$ cat config.mk
export PLATFORM = sky130hd
export DESIGN_NAME = dls_div
export DESIGN_NICKNAME = d
export VERILOG_FILES = /design/src/sv/dls_pkg.sv /design/src/sv/dls_div.sv
export SDC_FILE = /design/constraint.sdc
export NUM_CORES = 1
export LEC_CHECK = 0
export ABC_AREA = 1
export BUFFER_PORTS_ARGS = -buffer_cell sky130_fd_sc_hd__buf_2
export CAP_MARGIN = 0
export CELL_PAD_IN_SITES_DETAIL_PLACEMENT = 1
export CELL_PAD_IN_SITES_GLOBAL_PLACEMENT = 1
export CORE_ASPECT_RATIO = 1.5
export CORE_UTILIZATION = 44
export DETAILED_ROUTE_END_ITERATION = 10
export HOLD_SLACK_MARGIN = 0.08
export PLACE_DENSITY_LB_ADDON = 0.1
export SETUP_SLACK_MARGIN = 0.4
export SLEW_MARGIN = 25
export SYNTH_ARGS = -nofsm -noshare
export SYNTH_HDL_FRONTEND = slang
export SYNTH_SLANG_ARGS = --single-unit
$ cat constraint.sdc
create_clock -name clk -period 4.1 [get_ports clk]
set_input_delay 0.205 -clock clk [delete_from_list [all_inputs] [get_ports clk]]
set_output_delay 0.205 -clock clk [all_outputs]
set_load 0.03 [all_outputs]
$ cat src/sv/dls_pkg.sv
package dls_pkg;

  localparam int JointsDefault = 5;
  localparam int Rows = 3;
  localparam logic [15:0] DampingReset = 16'd3277;
  localparam logic [31:0] Sat32Max = 32'h7FFF_FFFF;
  localparam logic [31:0] Sat32Min = 32'h8000_0000;

  localparam logic MODE_LOAD = 1'b0;
  localparam logic MODE_SOLVE = 1'b1;

  // Unit operations
  localparam logic [1:0] OP_MUL = 2'd0;
  localparam logic [1:0] OP_DIV = 2'd1;
  localparam logic [1:0] OP_SUB = 2'd2;

  typedef struct packed {
    logic [2:0]         joint_index;
    logic signed [31:0] joint_rate;
    logic               last;
    logic               singular;
  } result_t;

  // Clamp a wide signed value into the 32-bit range
  function automatic logic signed [31:0] sat32(input logic signed [65:0] x);
    logic signed [31:0] r;
    if (x > 66'sh0_7FFF_FFFF) r = Sat32Max;
    else if (x < -66'sh0_8000_0000) r = Sat32Min;
    else r = x[31:0];
    return r;
  endfunction

  // Round a signed value right by k, halves away from zero
  function automatic logic signed [65:0] rshift(input logic signed [65:0] x,
                                                input int unsigned k);
    logic [65:0] mag;
    logic signed [65:0] r;
    mag = x[65] ? 66'(-x) : 66'(x);
    mag = (mag + (66'd1 << (k - 1))) >> k;
    r = x[65] ? -$signed(mag) : $signed(mag);
    return r;
  endfunction

endpackage

$ cat src/sv/dls_div.sv
module dls_div (
  input  logic               clk,
  input  logic               rst_n,
  input  logic               start,
  input  logic signed [31:0] num,
  input  logic signed [31:0] den,
  output logic               done,
  output logic signed [31:0] quo
);
  import dls_pkg::*;

  // Restoring divider, one quotient bit a cycle on 48-bit dividend
  logic [48:0] rem_r, rem_nxt;
  logic [47:0] dvd_r, dvd_nxt;
  logic [31:0] dsr_r, dsr_nxt;
  logic [48:0] q_r, q_nxt;
  logic [5:0]  cnt_r, cnt_nxt;
  logic        busy_r, busy_nxt;
  logic        neg_r, neg_nxt;
  logic        done_r, done_nxt;
  logic [48:0] trial;
  logic [49:0] rounded;
  logic [31:0] mag_n, mag_d;

  assign mag_n = num[31] ? 32'(-num) : 32'(num);
  assign mag_d = den[31] ? 32'(-den) : 32'(den);
  assign trial = {rem_r[47:0], dvd_r[47]};

  always_comb begin
    rem_nxt = rem_r; dvd_nxt = dvd_r; dsr_nxt = dsr_r; q_nxt = q_r;
    cnt_nxt = cnt_r; busy_nxt = busy_r; neg_nxt = neg_r; done_nxt = 1'b0;
    if (start) begin
      // Bias by half the divisor so truncation rounds to nearest
      rem_nxt = '0;
      dvd_nxt = {mag_n, 16'd0} + 48'(mag_d >> 1);
      dsr_nxt = mag_d;
      q_nxt = '0;
      cnt_nxt = 6'd48;
      busy_nxt = 1'b1;
      neg_nxt = num[31] ^ den[31];
    end else if (busy_r) begin
      if (trial >= {17'd0, dsr_r}) begin
        rem_nxt = trial - {17'd0, dsr_r};
        q_nxt = {q_r[47:0], 1'b1};
      end else begin
        rem_nxt = trial;
        q_nxt = {q_r[47:0], 1'b0};
      end
      dvd_nxt = {dvd_r[46:0], 1'b0};
      cnt_nxt = cnt_r - 6'd1;
      if (cnt_r == 6'd1) begin
        busy_nxt = 1'b0;
        done_nxt = 1'b1;
      end
    end
  end

  // Apply the sign to the rounded magnitude, then clamp
  assign rounded = neg_r ? -$signed({1'b0, q_r}) : $signed({1'b0, q_r});
  assign quo = sat32(66'($signed(rounded)));
  assign done = done_r;

  always_ff @(posedge clk) begin
    if (!rst_n) begin
      busy_r <= 1'b0;
      done_r <= 1'b0;
      cnt_r <= '0;
    end else begin
      busy_r <= busy_nxt;
      done_r <= done_nxt;
      cnt_r <= cnt_nxt;
    end
    rem_r <= rem_nxt; dvd_r <= dvd_nxt; dsr_r <= dsr_nxt; q_r <= q_nxt; neg_r <= neg_nxt;
  end
endmodule

==> summary.md <==
| Metric | Value |
|---|---|
| Worst path top cell family by delay | simple AND/OR/NAND/NOR gates |
| CTS tree | yes |
| Worst path max stage delay | 350 ps |
| Antenna Nets Post-Route | 0 |
| Clk sinks | 186 |
| Routing usage on met2 | 0.595 |
| Critical path's slowest cell | o21ai_4 |
| Total track usage | 0.310 |
| Gr ovfl total | 0 |
| CP Launch Type | register |
| Worst Tran Pin Value | 961 ps |
| Slew Limit Fails | 0 |
| Critical Path Fanout Max | 11 |
| H-tree Lvls | 4 |
| Rows | 80 |
| Unique masters post-synth | 48 |
| Slew headroom | 0.359 |
| Critical path class | register to output port |
| DR pass1 iterations | 5 |
| PD cells | 416 mW/mm2 |
| Layout area overhead | 12.6% |
| Initial Utilization | 0.450 |
| Via density | 5.48 |
| Largest net degree at the start of global routing | 62 |
| Most frequent cells in the layout | nand2_1 (622), nor2_1 (274), inv_1 (263), nand3_1 (136), o21ai_0 (108) |
| Initial DRC count | 639 |
| Final core occ | 0.506 |
| Pleak | 7.56 nW |
| Final critical-path share of the clock period | 0.857 |
| Most common cell after layout, fill and taps aside | nand2_1 |
| Vias in the first global route | 16000 |
| Endpoints failing setup | 0 |
| Fin nets | 2414 |
| Num CTS Buffers | 17 |
| Share of layout cells above drive strength 1 | 0.105 |
| Synthesized Nets | 2309 |
| Post-Syn Instances | 2188 |
| Outcome | completed |
| Worst hold-check path type | primary input to register |
| Via count | 14900 |
| Die Y-Extent | 223 um |
| Setup TNS | 0 ps |
| Max Freq | 0.285 GHz |
| DP HPWL | 40100 um |
| M1 GR Usage | 0.316 |
| Grt met3 use | 0.0335 |
| RSZ-0062 raised after global routing | no |
| Post-Syn Area | 0.0144 mm2 |
| Critical Path, Cell by Cell | inv_1 -> ha_1 -> nand2_1 -> nor2_4 -> nand2_2 -> o21ai_4 -> nand3_2 -> nand2_1 -> nand2_1 -> nor2_1 -> nand3_2 -> o21ai_4 -> buf_12 -> nand2_1 -> nand2_1 -> buf_2 |
| Antenna Cells | 0 |
| Register area share after synthesis | 0.316 |
| Post-synth EDFFs | 81 |
| First-pass GRT wire length | 80400 um |
| Synth area leaders | edfxtp_1 (17%), nand2_1 (16%), dfxtp_1 (15%) |
| IR Drop Worst-Case VDD | 0.000267 V |
| GRT busiest layer | met2 |
| Arrival @ worst endpoint | 3310 ps |
| I/O Buffers | 99 |
| Root Driver | clkbuf_16 |
| Flop and latch count out of synthesis | 186 |
| Required time at the worst-slack endpoint | 3890 ps |
| Crit-path most repeated cell | nand2_1 |
| Setup crit end kind | output port |
| Synthesized area per cell | 6.56 um2 |
| Top Ports | 100 |
| Crit path buffers/inverters | 3 |
| Die area | 0.0334 mm2 |
| Clock slew at reported path FFs | 80 ps |
| Clock Tree Buf Depth | 2 |
| Pre-CTS setup slack | -98.3 ps |
| Post-synth top area share | 0.169 |
| Initial antenna violation count | 0 |
| Final WS setup | 587 ps |
| MaxCap Viol Count | 0 |
| Synth Flop Type | dfxtp_1 |
| Minimum clock period | 3510 ps |
| Residual DRC | 0 |
| Final Hold Viols | 0 |
| Post-Route WL | 50700 um |
| Cell taking the most area after synthesis | edfxtp_1 |
| WL per Instance | 18.7 um |
| Post-synth ARST share | 0 |
| Die X-Extent | 150 um |
| Max Clock Skew | 14.2 ps |
| Core ar. | 0.0319 mm2 |
| Ys Warns | 0 |
| RePlAce Congestion | 0.988 |
| Later-pin clock latency in the skew report | 460 ps |
## synth_stat cells, types with 5 or more instances
cell type    n
nand2_1    626
nor2_1     280
inv_1      265
nand3_1    140
o21ai_0    110
dfxtp_1    105
a21oi_1     93
edfxtp_1    81
xor2_1      78
ha_1        52
o22ai_1     49
xnor2_1     46
nand4_1     34
clkbuf_1    30
o21ai_1     22
nor3_1      20
o211ai_1    19
buf_2       14
nor4_1      12
a31oi_1     10
nor2_2       9
nand2_2      8
nand3b_1     8
a21o_1       7
inv_2        7
o21bai_1     7
buf_6        6
or2_2        6
buf_1        5
## flip-flops by register name, summed over array words and instances, names as in the netlist
register,flops
dsr_r,32
done,1
dvd_r,48
rem_r,48
cnt_r,6
q_r,49
busy_r,1
neg_r,1
## cells by family after synthesis
logic type	count (synthesis)	synth area share
fa+ha+maj	54	0.0481
flops	186	0.316
xor+xnor	124	0.0756
compound gates	334	0.132
simple gates	1161	0.338
buf+inv	329	0.0909
## path summary, 6_finish.rpt
kind | from | endpoint | slack, ps | cells after the start
max | q_r[1] | quo[14] | 590 | 16
min | den[8] | dsr_r[8] | 110 | 2
max reg2reg | dvd_r[47] | rem_r[14] | 780 | 16
min reg2reg | rem_r[27] | rem_r[27] | 480 | 2
## power by group
part / internal (mW) / leakage [nW] / switching, mW
Clock: 0.816 / 0.284 / 0.868
Combinational: 0.886 / 5.61 / 1.87
Sequential: 2.17 / 1.67 / 0.124
## area by class of cell
type                    instances  area (um2)
repair buffers                142         866
multi-input cells            1674        8660
flip-flops and latches        186        4530
fillers                      4402       15800
well taps                     410         513
clock buffers                  17         425
clock inverters                15         153
inverters                     272        1020
## what timing repair did
action	4_1_cts	5_1_grt
gates resized for setup	1	30
pin swaps	1	15
setup endpoints to repair	6	49
setup buffers	1	13
gates cloned	1	0
hold buffers	4	0
hold endpoints to repair	8	0
## routing by layer
| layer | vias up | part of all wire | routed length [um] |
|---|---|---|---|
| met1 | 7177 | 0.38 | 19400 |
| met5 | - | 0 | 0 |
| met3 | 128 | 0.020 | 1030 |
| met2 | 246 | 0.55 | 27700 |
| li1 | 7341 | - | - |
| met4 | 0 | 0.053 | 2670 |
## through the flow
| stage | cell area, um2 | hold WS (ps) | power, mW | std cells |
|---|---|---|---|---|
| 5_1_grt | 16200 | 109 | 7.12 | 2716 |
| 4_1_cts | 15900 | 87.6 | 6.71 | 2703 |
| 6_report | 16200 | 109 | 6.73 | 2716 |
| 3_3_place_gp | 15300 | 412 | 4.93 | 2665 |
| 3_5_place_dp | 15300 | 420 | 5.00 | 2665 |
| 2_1_floorplan | 14400 | 304 | 4.17 | 2188 |
## worst reg2reg max path, delay by kind of cell (launching register included)
kind	cells	cell delay [ps]
AOI/OAI and AO/OA	2	410
adders and majority gates	1	200
buffers and inverters	4	550
DFF	1	480
and+or+nand+nor	9	1530
No activity file was read; power rests on OpenSTA's default activity.
